### src/hdl/htw_pkg.sv
// shared types, codes and widths for the hashed timer wheel
// no dependencies; imported by htw_cell and hashed_timer_wheel_top
package htw_pkg;

    localparam int CMD_W     = 2;
    localparam int TIMEOUT_W = 16;
    localparam int HANDLE_W  = 5;
    localparam int TAG_W     = 16;
    localparam int KIND_W    = 3;

    localparam int S_TDATA_W = 40;
    localparam int M_TDATA_W = 24;

    localparam int SLOTS_DEF  = 64;
    localparam int TIMERS_DEF = 32;
    localparam int MAX_OUT    = 32;

    localparam logic [CMD_W-1:0] CMD_REGISTER = 2'd0;
    localparam logic [CMD_W-1:0] CMD_CANCEL   = 2'd1;
    localparam logic [CMD_W-1:0] CMD_TICK     = 2'd2;

    localparam logic [KIND_W-1:0] KIND_REGISTERED  = 3'd0;
    localparam logic [KIND_W-1:0] KIND_REG_FAILED  = 3'd1;
    localparam logic [KIND_W-1:0] KIND_CANCELLED   = 3'd2;
    localparam logic [KIND_W-1:0] KIND_CANCEL_FAIL = 3'd3;
    localparam logic [KIND_W-1:0] KIND_EXPIRED     = 3'd4;
    localparam logic [KIND_W-1:0] KIND_TICK_NONE   = 3'd5;

    // broadcast from the sequencer to every cell
    typedef struct packed {
        logic alloc;
        logic cancel;
        logic tok_load;
        logic step;
        logic room;
    } htw_ctrl_t;

    // status from one cell back to the sequencer
    typedef struct packed {
        logic hit;
        logic take;
        logic cancel_hit;
    } htw_stat_t;

endpackage

### src/hdl/htw_cell.sv
// one timer entry of the wheel: valid bit, slot, rotation count and tag
// depends on htw_pkg; instantiated in a chain by hashed_timer_wheel_top
module htw_cell
    import htw_pkg::*;
#(
    parameter int IDX    = 0,
    parameter int SLOT_W = 6,
    parameter int ROT_W  = 10
) (
    input  logic                aclk,
    input  logic                aresetn,
    input  htw_ctrl_t           ctrl,
    input  logic [SLOT_W-1:0]   cur_slot,
    input  logic [SLOT_W-1:0]   new_slot,
    input  logic [ROT_W-1:0]    new_rot,
    input  logic [TAG_W-1:0]    new_tag,
    input  logic [HANDLE_W-1:0] handle,
    input  logic                free_in,
    output logic                free_out,
    input  logic                token_in,
    output logic                token_out,
    output htw_stat_t           stat,
    output logic [TAG_W-1:0]    tag_out
);

    localparam int CMP_W = HANDLE_W + 2;

    logic               valid_reg;
    logic               token_reg;
    logic [SLOT_W-1:0]  slot_reg;
    logic [ROT_W-1:0]   rot_reg;
    logic [TAG_W-1:0]   tag_reg;

    logic match;
    logic rot_zero;
    logic sel;

    assign match    = valid_reg && (slot_reg == cur_slot);
    assign rot_zero = (rot_reg == '0);
    assign sel      = ({{(CMP_W-HANDLE_W){1'b0}}, handle} == CMP_W'(IDX));

    // lowest free entry takes the new timer
    assign free_out        = free_in | ~valid_reg;
    assign stat.take       = ctrl.alloc && !valid_reg && !free_in;
    assign stat.hit        = token_reg && match && rot_zero && ctrl.room;
    assign stat.cancel_hit = sel && valid_reg;
    assign tag_out         = stat.hit ? tag_reg : '0;
    assign token_out       = token_reg;

    always_ff @(posedge aclk) begin
        if (!aresetn) begin
            valid_reg <= 1'b0;
            token_reg <= 1'b0;
        end else begin
            if (ctrl.tok_load) begin
                token_reg <= (IDX == 0);
            end else if (ctrl.step) begin
                token_reg <= token_in;
            end
            if (stat.take) begin
                valid_reg <= 1'b1;
            end
            if (ctrl.cancel && stat.cancel_hit) begin
                valid_reg <= 1'b0;
            end
            if (ctrl.step && stat.hit) begin
                valid_reg <= 1'b0;
            end
        end
    end

    always_ff @(posedge aclk) begin
        if (stat.take) begin
            slot_reg <= new_slot;
            rot_reg  <= new_rot;
            tag_reg  <= new_tag;
        end else if (ctrl.step && token_reg && match && !rot_zero) begin
            rot_reg <= rot_reg - 1'b1;
        end
    end

endmodule

### src/hdl/hashed_timer_wheel_top.sv
// top level of the hashed timer wheel: request sequencer and cell chain
// depends on htw_pkg and htw_cell
//
// Hashed timing wheel over SLOTS slots holding TIMERS timer entries, one per
// cell of a chain. A register request (command 0) first finds timeout div
// SLOTS by a multiplication with a fixed rounded-up reciprocal, then timeout
// mod SLOTS from that quotient, one registered step each, and then stores the
// timer in the lowest free entry and answers, or answers with a failure if
// no entry is free. A cancel request is command 1. A tick (command 2) passes
// a token down the chain, one entry per cycle unless a new expiry must push
// the held one out while the output is busy; expiries come out in ascending
// handle order and the final result of a tick carries tlast.
// Command 3 is swallowed with no result. Requests are taken only
// while the sequencer is idle; a result waiting in the output register does
// not hold off the next request, and back-pressure on the result side only
// stalls the sequencer where a result has to be delivered: the answer of a
// register or cancel, each expiry after the first of a tick and its closing
// result.
module hashed_timer_wheel_top
    import htw_pkg::*;
#(
    parameter int SLOTS  = SLOTS_DEF,
    parameter int TIMERS = TIMERS_DEF
) (
    input  logic                 aclk,
    input  logic                 aresetn,
    // request channel
    input  logic                 s_tvalid,
    output logic                 s_tready,
    // s_tdata: timeout [15:0], handle [20:16], tag [36:21], zero [39:37]
    input  logic [S_TDATA_W-1:0] s_tdata,
    // s_tuser: command [1:0]
    input  logic [CMD_W-1:0]     s_tuser,
    // result channel
    output logic                 m_tvalid,
    input  logic                 m_tready,
    // m_tdata: timer_id [4:0], user_tag [20:5], zero [23:21]
    output logic [M_TDATA_W-1:0] m_tdata,
    // m_tuser: kind [2:0]
    output logic [KIND_W-1:0]    m_tuser,
    output logic                 m_tlast
);

    localparam int SLOT_W = $clog2(SLOTS);
    localparam int ROT_W  = $clog2((65535 / SLOTS) + 1);
    localparam int IDX_W  = (TIMERS > 1) ? $clog2(TIMERS) : 1;
    localparam int CNT_W  = $clog2(MAX_OUT + 1);

    // rounded-up reciprocal of SLOTS, exact for every timeout value
    localparam int RCP_SHIFT = TIMEOUT_W + SLOT_W;
    localparam int RCP_W     = TIMEOUT_W + 1;
    localparam int PROD_W    = TIMEOUT_W + RCP_W;
    localparam logic [RCP_W-1:0]     RCP_VAL   =
        RCP_W'(((2 ** RCP_SHIFT) + SLOTS - 1) / SLOTS);
    localparam logic [TIMEOUT_W-1:0] SLOTS_VAL = TIMEOUT_W'(SLOTS);

    // sequencer states
    localparam logic [2:0] ST_IDLE   = 3'd0;
    localparam logic [2:0] ST_DIV    = 3'd1;
    localparam logic [2:0] ST_REG    = 3'd2;
    localparam logic [2:0] ST_CANCEL = 3'd3;
    localparam logic [2:0] ST_SCAN   = 3'd4;
    localparam logic [2:0] ST_FLUSH  = 3'd5;
    localparam logic [2:0] ST_REM    = 3'd6;

    logic [2:0] state_reg, state_next;

    // timeout div / mod SLOTS
    logic [TIMEOUT_W-1:0] dvd_reg, dvd_next;
    logic [TIMEOUT_W-1:0] quo_reg, quo_next;
    logic [SLOT_W-1:0]    rem_reg, rem_next;

    logic [HANDLE_W-1:0]  handle_reg, handle_next;
    logic [TAG_W-1:0]     tag_reg, tag_next;
    logic [SLOT_W-1:0]    cur_slot_reg, cur_slot_next;

    // held-back expiry, so that tlast can go on the final one
    logic                 pend_valid_reg, pend_valid_next;
    logic [IDX_W-1:0]     pend_id_reg, pend_id_next;
    logic [TAG_W-1:0]     pend_tag_reg, pend_tag_next;
    logic [CNT_W-1:0]     exp_cnt_reg, exp_cnt_next;

    // output register
    logic                 m_valid_reg, m_valid_next;
    logic [KIND_W-1:0]    m_kind_reg, m_kind_next;
    logic [HANDLE_W-1:0]  m_id_reg, m_id_next;
    logic [TAG_W-1:0]     m_tag_reg, m_tag_next;
    logic                 m_last_reg, m_last_next;

    logic                 accept;
    logic                 out_free;
    htw_ctrl_t            ctrl;

    // request fields
    logic [TIMEOUT_W-1:0] in_timeout;
    logic [HANDLE_W-1:0]  in_handle;
    logic [TAG_W-1:0]     in_tag;

    // chain
    logic [TIMERS:0]      free_chain;
    logic [TIMERS:0]      tok_chain;
    htw_stat_t            stat_vec [TIMERS];
    logic [TAG_W-1:0]     tag_vec  [TIMERS];

    logic                 any_hit;
    logic                 any_cancel;
    logic [IDX_W-1:0]     hit_id;
    logic [IDX_W-1:0]     take_id;
    logic [TAG_W-1:0]     hit_tag;

    // division and slot arithmetic
    logic [PROD_W-1:0]    rcp_prod;
    logic [TIMEOUT_W-1:0] rem_full;
    logic [SLOT_W:0]      slot_sum;
    logic [SLOT_W-1:0]    new_slot;
    logic [ROT_W-1:0]     new_rot;

    assign in_timeout = s_tdata[15:0];
    assign in_handle  = s_tdata[20:16];
    assign in_tag     = s_tdata[36:21];

    assign s_tready = (state_reg == ST_IDLE);
    assign accept   = s_tvalid && s_tready;
    assign out_free = !m_valid_reg || m_tready;

    // quotient from the reciprocal, remainder from the quotient
    assign rcp_prod = {{RCP_W{1'b0}}, dvd_reg} * {{TIMEOUT_W{1'b0}}, RCP_VAL};
    assign rem_full = dvd_reg - (quo_reg * SLOTS_VAL);
    assign slot_sum = {1'b0, cur_slot_reg} + {1'b0, rem_reg};
    assign new_slot = (slot_sum >= (SLOT_W+1)'(SLOTS)) ?
                      SLOT_W'(slot_sum - (SLOT_W+1)'(SLOTS)) : slot_sum[SLOT_W-1:0];
    assign new_rot  = quo_reg[ROT_W-1:0];

    assign free_chain[0] = 1'b0;
    assign tok_chain[0]  = 1'b0;

    genvar gi;
    generate
        for (gi = 0; gi < TIMERS; gi++) begin : g_cell
            htw_cell #(
                .IDX    (gi),
                .SLOT_W (SLOT_W),
                .ROT_W  (ROT_W)
            ) u_cell (
                .aclk      (aclk),
                .aresetn   (aresetn),
                .ctrl      (ctrl),
                .cur_slot  (cur_slot_reg),
                .new_slot  (new_slot),
                .new_rot   (new_rot),
                .new_tag   (tag_reg),
                .handle    (handle_reg),
                .free_in   (free_chain[gi]),
                .free_out  (free_chain[gi+1]),
                .token_in  (tok_chain[gi]),
                .token_out (tok_chain[gi+1]),
                .stat      (stat_vec[gi]),
                .tag_out   (tag_vec[gi])
            );
        end
    endgenerate

    // at most one cell holds the token and at most one takes a new timer
    always_comb begin
        any_hit    = 1'b0;
        any_cancel = 1'b0;
        hit_id     = '0;
        take_id    = '0;
        hit_tag    = '0;
        for (int i = 0; i < TIMERS; i++) begin
            any_hit    = any_hit | stat_vec[i].hit;
            any_cancel = any_cancel | stat_vec[i].cancel_hit;
            hit_tag    = hit_tag | tag_vec[i];
            if (stat_vec[i].hit) begin
                hit_id = hit_id | IDX_W'(i);
            end
            if (stat_vec[i].take) begin
                take_id = take_id | IDX_W'(i);
            end
        end
    end

    always_comb begin
        state_next      = state_reg;
        dvd_next        = dvd_reg;
        quo_next        = quo_reg;
        rem_next        = rem_reg;
        handle_next     = handle_reg;
        tag_next        = tag_reg;
        cur_slot_next   = cur_slot_reg;
        pend_valid_next = pend_valid_reg;
        pend_id_next    = pend_id_reg;
        pend_tag_next   = pend_tag_reg;
        exp_cnt_next    = exp_cnt_reg;

        m_valid_next = m_valid_reg && !m_tready;
        m_kind_next  = m_kind_reg;
        m_id_next    = m_id_reg;
        m_tag_next   = m_tag_reg;
        m_last_next  = m_last_reg;

        ctrl.alloc    = 1'b0;
        ctrl.cancel   = 1'b0;
        ctrl.tok_load = 1'b0;
        ctrl.step     = 1'b0;
        ctrl.room     = (exp_cnt_reg < CNT_W'(MAX_OUT));

        case (state_reg)
            ST_IDLE: begin
                if (accept) begin
                    case (s_tuser)
                        CMD_REGISTER: begin
                            dvd_next   = in_timeout;
                            quo_next   = '0;
                            rem_next   = '0;
                            tag_next   = in_tag;
                            state_next = ST_DIV;
                        end
                        CMD_CANCEL: begin
                            handle_next = in_handle;
                            state_next  = ST_CANCEL;
                        end
                        CMD_TICK: begin
                            ctrl.tok_load   = 1'b1;
                            pend_valid_next = 1'b0;
                            exp_cnt_next    = '0;
                            state_next      = ST_SCAN;
                        end
                        default: begin
                            state_next = ST_IDLE;
                        end
                    endcase
                end
            end
            ST_DIV: begin
                quo_next   = TIMEOUT_W'(rcp_prod >> RCP_SHIFT);
                state_next = ST_REM;
            end
            ST_REM: begin
                rem_next   = rem_full[SLOT_W-1:0];
                state_next = ST_REG;
            end
            ST_REG: begin
                if (out_free) begin
                    ctrl.alloc   = 1'b1;
                    m_valid_next = 1'b1;
                    m_tag_next   = '0;
                    m_last_next  = 1'b1;
                    if (free_chain[TIMERS]) begin
                        m_kind_next = KIND_REGISTERED;
                        m_id_next   = HANDLE_W'(take_id);
                    end else begin
                        m_kind_next = KIND_REG_FAILED;
                        m_id_next   = '0;
                    end
                    state_next = ST_IDLE;
                end
            end
            ST_CANCEL: begin
                if (out_free) begin
                    ctrl.cancel  = 1'b1;
                    m_valid_next = 1'b1;
                    m_kind_next  = any_cancel ? KIND_CANCELLED : KIND_CANCEL_FAIL;
                    m_id_next    = handle_reg;
                    m_tag_next   = '0;
                    m_last_next  = 1'b1;
                    state_next   = ST_IDLE;
                end
            end
            ST_SCAN: begin
                // a new expiry pushes the held one out, which needs the output free
                ctrl.step = !any_hit || !pend_valid_reg || out_free;
                if (ctrl.step) begin
                    if (any_hit) begin
                        if (pend_valid_reg) begin
                            m_valid_next = 1'b1;
                            m_kind_next  = KIND_EXPIRED;
                            m_id_next    = HANDLE_W'(pend_id_reg);
                            m_tag_next   = pend_tag_reg;
                            m_last_next  = 1'b0;
                        end
                        pend_valid_next = 1'b1;
                        pend_id_next    = hit_id;
                        pend_tag_next   = hit_tag;
                        exp_cnt_next    = exp_cnt_reg + 1'b1;
                    end
                    if (tok_chain[TIMERS]) begin
                        state_next = ST_FLUSH;
                    end
                end
            end
            ST_FLUSH: begin
                if (out_free) begin
                    m_valid_next = 1'b1;
                    m_last_next  = 1'b1;
                    if (pend_valid_reg) begin
                        m_kind_next = KIND_EXPIRED;
                        m_id_next   = HANDLE_W'(pend_id_reg);
                        m_tag_next  = pend_tag_reg;
                    end else begin
                        m_kind_next = KIND_TICK_NONE;
                        m_id_next   = '0;
                        m_tag_next  = '0;
                    end
                    pend_valid_next = 1'b0;
                    cur_slot_next   = (cur_slot_reg == SLOT_W'(SLOTS - 1)) ?
                                      '0 : cur_slot_reg + 1'b1;
                    state_next      = ST_IDLE;
                end
            end
            default: begin
                state_next = ST_IDLE;
            end
        endcase
    end

    always_ff @(posedge aclk) begin
        if (!aresetn) begin
            state_reg      <= ST_IDLE;
            cur_slot_reg   <= '0;
            pend_valid_reg <= 1'b0;
            exp_cnt_reg    <= '0;
            m_valid_reg    <= 1'b0;
        end else begin
            state_reg      <= state_next;
            cur_slot_reg   <= cur_slot_next;
            pend_valid_reg <= pend_valid_next;
            exp_cnt_reg    <= exp_cnt_next;
            m_valid_reg    <= m_valid_next;
        end
    end

    always_ff @(posedge aclk) begin
        dvd_reg      <= dvd_next;
        quo_reg      <= quo_next;
        rem_reg      <= rem_next;
        handle_reg   <= handle_next;
        tag_reg      <= tag_next;
        pend_id_reg  <= pend_id_next;
        pend_tag_reg <= pend_tag_next;
        m_kind_reg   <= m_kind_next;
        m_id_reg     <= m_id_next;
        m_tag_reg    <= m_tag_next;
        m_last_reg   <= m_last_next;
    end

    assign m_tvalid = m_valid_reg;
    assign m_tuser  = m_kind_reg;
    assign m_tlast  = m_last_reg;
    assign m_tdata  = {{(M_TDATA_W-HANDLE_W-TAG_W){1'b0}}, m_tag_reg, m_id_reg};

endmodule
### config.mk
export PLATFORM = sky130hd
export DESIGN_NAME = hashed_timer_wheel_top
export DESIGN_NICKNAME = d
export VERILOG_FILES = /design/src/hdl/htw_pkg.sv /design/src/hdl/htw_cell.sv /design/src/hdl/hashed_timer_wheel_top.sv
export SDC_FILE = /design/constraint.sdc
export NUM_CORES = 2
export LEC_CHECK = 0
export BUFFER_PORTS_ARGS = -buffer_cell sky130_fd_sc_hd__clkbuf_2
export CORE_AREA = 2 2 382 384
export DETAILED_ROUTE_END_ITERATION = 7
export DIE_AREA = 0 0 384 386
export HOLD_SLACK_MARGIN = 0.1
export MAX_ROUTING_LAYER = met4
export PLACE_DENSITY = 0.65
export SLEW_MARGIN = 20
export SYNTH_ARGS = -nofsm -noshare
export SYNTH_HDL_FRONTEND = slang
export SYNTH_HIERARCHICAL = 1
export SYNTH_SLANG_ARGS = --single-unit
export TNS_END_PERCENT = 30
### constraint.sdc
create_clock -name aclk -period 12.53 [get_ports aclk]
set_clock_uncertainty 0.1 [all_clocks]
set_input_delay 2.506 -clock aclk [delete_from_list [all_inputs] [get_ports aclk]]
set_output_delay 2.506 -clock aclk [all_outputs]
set_load 0.02 [all_outputs]
# Yosys cells after proc, flatten, opt, wreduce, memory -nomap -nowiden

Index checks and enable logic that the tools add are counted.

$add $sub $neg: 37
Magnitude comparators: 2
Eq/ne operators: 116
Mux-type cells: 725
Bitwise logic cells: 156
Reduce and logical (&&, ||, !) cells: 570

Operator list:

| operator                | number |
|---|---|
| $mux W16                | 64 |
| $mux W10                | 101 |
| $or A16 B16 Y16         | 31 |
| $mux W1                 | 407 |
| $logic_and A1 B1 Y1     | 385 |
| $logic_not A10 Y1       | 32 |
| $sub A10 B1 Y10 const B | 32 |
| $mux W5                 | 63 |
| $eq A6 B6 Y1            | 32 |
| $ne A4 B1 Y1 const B    | 32 |
| $mux W3                 | 40 |
| $mux W6                 | 19 |
| $logic_not A1 Y1        | 98 |
| $or A1 B1 Y1            | 93 |
| $eq A5 B5 Y1 const B    | 16 |
| $reduce_bool A2 Y1      | 35 |
| $mux W4                 | 16 |
| $pmux W16 S4            | 1 |
| $eq A5 B4 Y1 const B    | 8 |
| $not A1 Y1              | 32 |
| $pmux W6 S2             | 2 |
| $pmux W3 S7             | 1 |
| $eq A5 B3 Y1 const B    | 4 |
| $pmux W10 S2            | 1 |
| other kinds (34)        | 61 |

Flip-flop bits (word level): 1204
Output and inout port bits: 30
Word-level logic and storage cells: 1782

# Logic depth before layout (Yosys ltp)

Depth after elaboration: 47
Gate-level depth with buffers: 38
Depth with buffers taken out: 37

# Modules after synthesis

The synthesis kept the hierarchy.

Modules (own cells, without submodules):

| module                            | times used | cells each | area each (µm²) | sequential area each (µm²) |
|---|---|---|---|---|
| htw_cell at g_cell[13].u_cell ... | 8          | 124        | 1596.5          | 1001.0 |
| htw_cell at g_cell[12].u_cell ... | 4          | 122        | 1590.3          | 1001.0 |
| hashed_timer_wheel_top            | 1          | 546        | 6123.4          | 3313.2 |
| htw_cell at g_cell[16].u_cell ... | 3          | 123        | 1621.6          | 1001.0 |
| htw_cell at g_cell[15].u_cell ... | 3          | 122        | 1585.3          | 1001.0 |
| htw_cell at g_cell[5].u_cell ...  | 2          | 123        | 1622.8          | 1001.0 |
| htw_cell at g_cell[1].u_cell ...  | 2          | 124        | 1604.0          | 1001.0 |
| htw_cell at g_cell[23].u_cell ... | 2          | 123        | 1587.8          | 1001.0 |
| htw_cell at g_cell[20].u_cell ... | 2          | 122        | 1586.5          | 1001.0 |
| htw_cell at g_cell[7].u_cell      | 1          | 123        | 1620.3          | 1001.0 |
| htw_cell at g_cell[3].u_cell      | 1          | 123        | 1617.8          | 1001.0 |
| htw_cell at g_cell[31].u_cell     | 1          | 125        | 1594.0          | 1001.0 |
| htw_cell at g_cell[0].u_cell      | 1          | 124        | 1592.8          | 1001.0 |
| htw_cell at g_cell[10].u_cell     | 1          | 123        | 1591.5          | 1001.0 |
| htw_cell at g_cell[11].u_cell     | 1          | 123        | 1589.0          | 1001.0 |

# Least setup slack after synthesis

OpenSTA, ideal clock, no wires.

Path type: in2reg
Start point: in m_tready
End point: reg g_cell[16].u_cell.rot_reg[0], enable pin
Setup time: 379 ps
Arrival: 7790 ps
Setup slack: 4261 ps
Cell stages on the path: 6
Cells stage by stage: nor2b_1 -> clkbuf_2 -> a31oi_1 -> inv_1 -> or4_1 -> o21bai_1

RTL lines:

| item                 | line                         | source |
|---|---|---|
| from (decl)          | hashed_timer_wheel_top.sv:36 | `input logic m_tready,` |
| to (signal assigned) | htw_cell.sv:75               | `rot_reg <= new_rot;` |
| to (signal assigned) | htw_cell.sv:78               | `rot_reg <= rot_reg - 1'b1;` |
| to (decl)            | htw_cell.sv:31               | `logic [ROT_W-1:0] rot_reg;` |

==> impl_metrics.csv <==
group,metric,value,unit
run_status,status,"complete, no violations",
sta,relSlewSlack,0.2536,
sta,rsz0062_at_grt,"false",
grt,grt_pass1_wl,221000,microns
worst_setup_path,crit_path_end_kind,"flop",
clock_tree,cts_resized,0,
min_path,hold_path.class,"reg -> reg",
detailed_routing,drtAntennaViolNets,0,
placed_design,gp_congestion,0.8448,
grt,grt_antenna_before_repair,10,
die,io_pins,76,
worst_setup_path,cpPeakStageDelay,0.56,ns
clock_tree,cts-hold-fix-buffers,0,
clock_tree,htreeDepth,4,
pwr,power.leakage,23.12,nW
die,dieArea,148200,sq um
logic_synthesis,synth_ff_type,"edfxtp_1",
clock_tree,post_cts_buffers,0,
die,die_y,386,microns
logic_synthesis,yosysTopAreaCell,"edfxtp_1",
clock_tree,clkSinkCount,1204,
grt,grt_max_degree,80,
logic_synthesis,synth_simple_gate_area_frac,0.2243,
logic_synthesis,synth_cell_types,75,
sta,slew_viol_final,0,
logic_synthesis,synth_top_family_by_area,"simple AND/OR/NAND/NOR gates",
logic_synthesis,synth_top_cell_area_share,0.5887,
placed_design,place_inst,6470,
clock_tree,cts_root_buf,"clkbuf_16",
die,num_rows,140,
worst_setup_path,slowest_stage,"nor2b_4",
detailed_routing,vias,36029,
placed_design,portBuffers,69,
sta,tightest_slew,1.120,ns
logic_synthesis,yosysMostFrequentCell,"edfxtp_1",
worst_setup_path,critPathKind,"reg -> reg",
pwr,pwr_density_cell,134.1,nW/um^2
sta,finalSetupViolations,0,
placed_design,hpwl,87260,microns
worst_setup_path,crit_top_cell,"nand2b_1",
cells_and_area,largest_reg_flops,512,
detailed_routing,drc,0,
logic_synthesis,netlist_top_cells_area,"edfxtp_1 (59%), xnor2_1 (4.8%), and2_1 (4.8%), o21ai_0 (3.1%), dfxtp_1 (2.8%)",
sta,fin_crit,7.877,ns
grt,grt.total_usage,0.2048,
logic_synthesis,yosysSeqAreaShare,0.6170,
worst_setup_path,path_max_fanout,28,
logic_synthesis,synth_common_cells,"edfxtp_1 (1,123), and2_1 (435), nand2_1 (412)",
sta,post-route-period-util,0.6287,
logic_synthesis,syn_inst,4486,
clock_tree,path_clk_slew,0.06,ns
clock_tree,cts_buffers,131,
sta,fmax,0.1269,GHz
logic_synthesis,synth_xor_xnor_area_share,0.07002,
logic_synthesis,synthAdderAreaFrac,0.01586,
cells_and_area,final_layout_size_suffix_gt1_frac,0.1459,
grt,grt_remaining_overflow,0,
grt,grt_pass1_vias,35207,
die,core_area,144500,sq um
run,timing.max_cap.violations,0,
detailed_routing,wl_per_cell,21.94,microns
detailed_routing,first_pass_iters,5,
logic_synthesis,synth-edff-count,1123,
logic_synthesis,synth_mux_area_frac,0.006487,
logic_synthesis,yosysWarnings,6,
detailed_routing,drt-total-wl,147400,microns
clock_tree,cts_tree,"built",
logic_synthesis,synthesis.area,57280,sq um
cells_and_area,layout.cells.non_filler,6718,
pwr,vdd_drop_max,0.0001165,V
cells_and_area,layout.nets,4813,
worst_setup_path,cp_data_arrival_time,8.42,ns
logic_synthesis,synth_compound_area_frac,0.04711,
detailed_routing,via_per_inst,5.363,
sta,tns,0,ns
logic_synthesis,synth.ff_latch_count,1204,
cells_and_area,area_delta_synth_final,13.31,%
sta,hold_viol_final,0,
clock_tree,cts_buffer_depth,3,
logic_synthesis,synth.avg_cell_area,12.77,sq um
die,fp.dieW,384,microns
detailed_routing,drtIter0Drc,3245,
logic_synthesis,async_flop_share,0,
worst_setup_path,worstPathRequired,13.07,ns
die,start_util,0.3964,
worst_setup_path,cp-start-kind,"flop",
clock_tree,clk_latency,0.79,ns
==> metal layers <==
layer  GRT usage  vias to the layer above  wire, microns
met2      0.3216                     1207          68760
li1            -                    16866              -
met4     0.06863                        0           4271
met5           -                        -              0
met3     0.03358                      266          11050
met1      0.2700                    17690          63330
==> worst max-delay path, delay by kind of cell (launching register included) <==
family / cells / cell delay (ns)
buf+inv: 1 / 0.46
flops: 1 / 0.43
simple gates: 34 / 6.42
compound gates: 2 / 0.29
==> cell usage in the layout, fill, tap and decap left out, types with 70 or more instances in the layout <==
cell type / netlist / layout
nor2_1: 124 / 123
buf_4: 4 / 103
nand2_1: 412 / 412
nand3_1: 158 / 158
ha_1: 71 / 70
xor2_1: 146 / 146
dfxtp_1: 81 / 75
o21ai_0: 357 / 357
nor4_1: 201 / 200
inv_1: 111 / 109
and2_1: 435 / 434
xnor2_1: 312 / 308
clkbuf_16: 0 / 134
and2_2: 112 / 113
edfxtp_1: 1123 / 1123
nor3b_1: 79 / 79
==> area by class of cell <==
cell class | instances | area [sq um]
Fill cell | 12945 | 79600
Clock buffer | 159 | 3477
Inverter | 111 | 416.7
Multi-Input combinational cell | 3066 | 21170
Timing Repair Buffer | 181 | 1254
Tap cell | 1917 | 2399
Sequential cell | 1204 | 35350
Antenna cell | 2 | 5.005
Clock inverter | 78 | 839.6
==> report_power, final <==
group / switching (mW) / leakage, nW / internal [mW]
sequential: 0.0437 / 11.7 / 4.42
combinational: 0.277 / 9.36 / 0.0878
clock: 1.65 / 2.11 / 2.23
total: 1.97 / 23.1 / 6.74
==> path summary, 6_finish.rpt <==
| check | from | endpoint | slack (ns) | depth (start not counted) |
|---|---|---|---|---|
| worst max-delay path | g_cell[0].u_cell/valid_reg | m_id_reg[1] | 4.65 | 37 |
| worst min-delay path | exp_cnt_reg[4] | exp_cnt_reg[4] | 0.39 | 2 |
| worst max register to register | g_cell[0].u_cell/valid_reg | m_id_reg[1] | 4.65 | 37 |
| worst min register to register | exp_cnt_reg[4] | exp_cnt_reg[4] | 0.39 | 2 |
==> kinds of logic (layout without fill, tap and decap cells) <==
family,count (synthesis),in the layout
DFF,1204,1204
xor gates and xnor gates,458,458
muxes,37,37
AOI/OAI and AO/OA,475,475
other,1,8
adders and majority gates,72,72
buffers and inverters,221,529
and+or+nand+nor,2018,2018
==> through the flow <==
| step | hold WS (ns) | area [sq um] | total power [mW] | setup WS (ns) | utilization |
|---|---|---|---|---|---|
| finish | 0.3896 | 64910 | 8.705 | 4.653 | 0.4492 |
| global placement | 0.3601 | 60440 | 4.897 | 4.915 | 0.4183 |
| floorplan | 0.3472 | 57300 | 4.713 | 4.261 | - |
| CTS | 0.3859 | 64760 | 8.780 | 4.688 | 0.4481 |
| global route | 0.4116 | 64910 | 8.955 | 4.056 | 0.4491 |
| detailed placement | 0.3777 | 60450 | 4.903 | 4.748 | 0.4183 |
No activity file was read; power rests on OpenSTA's default activity.
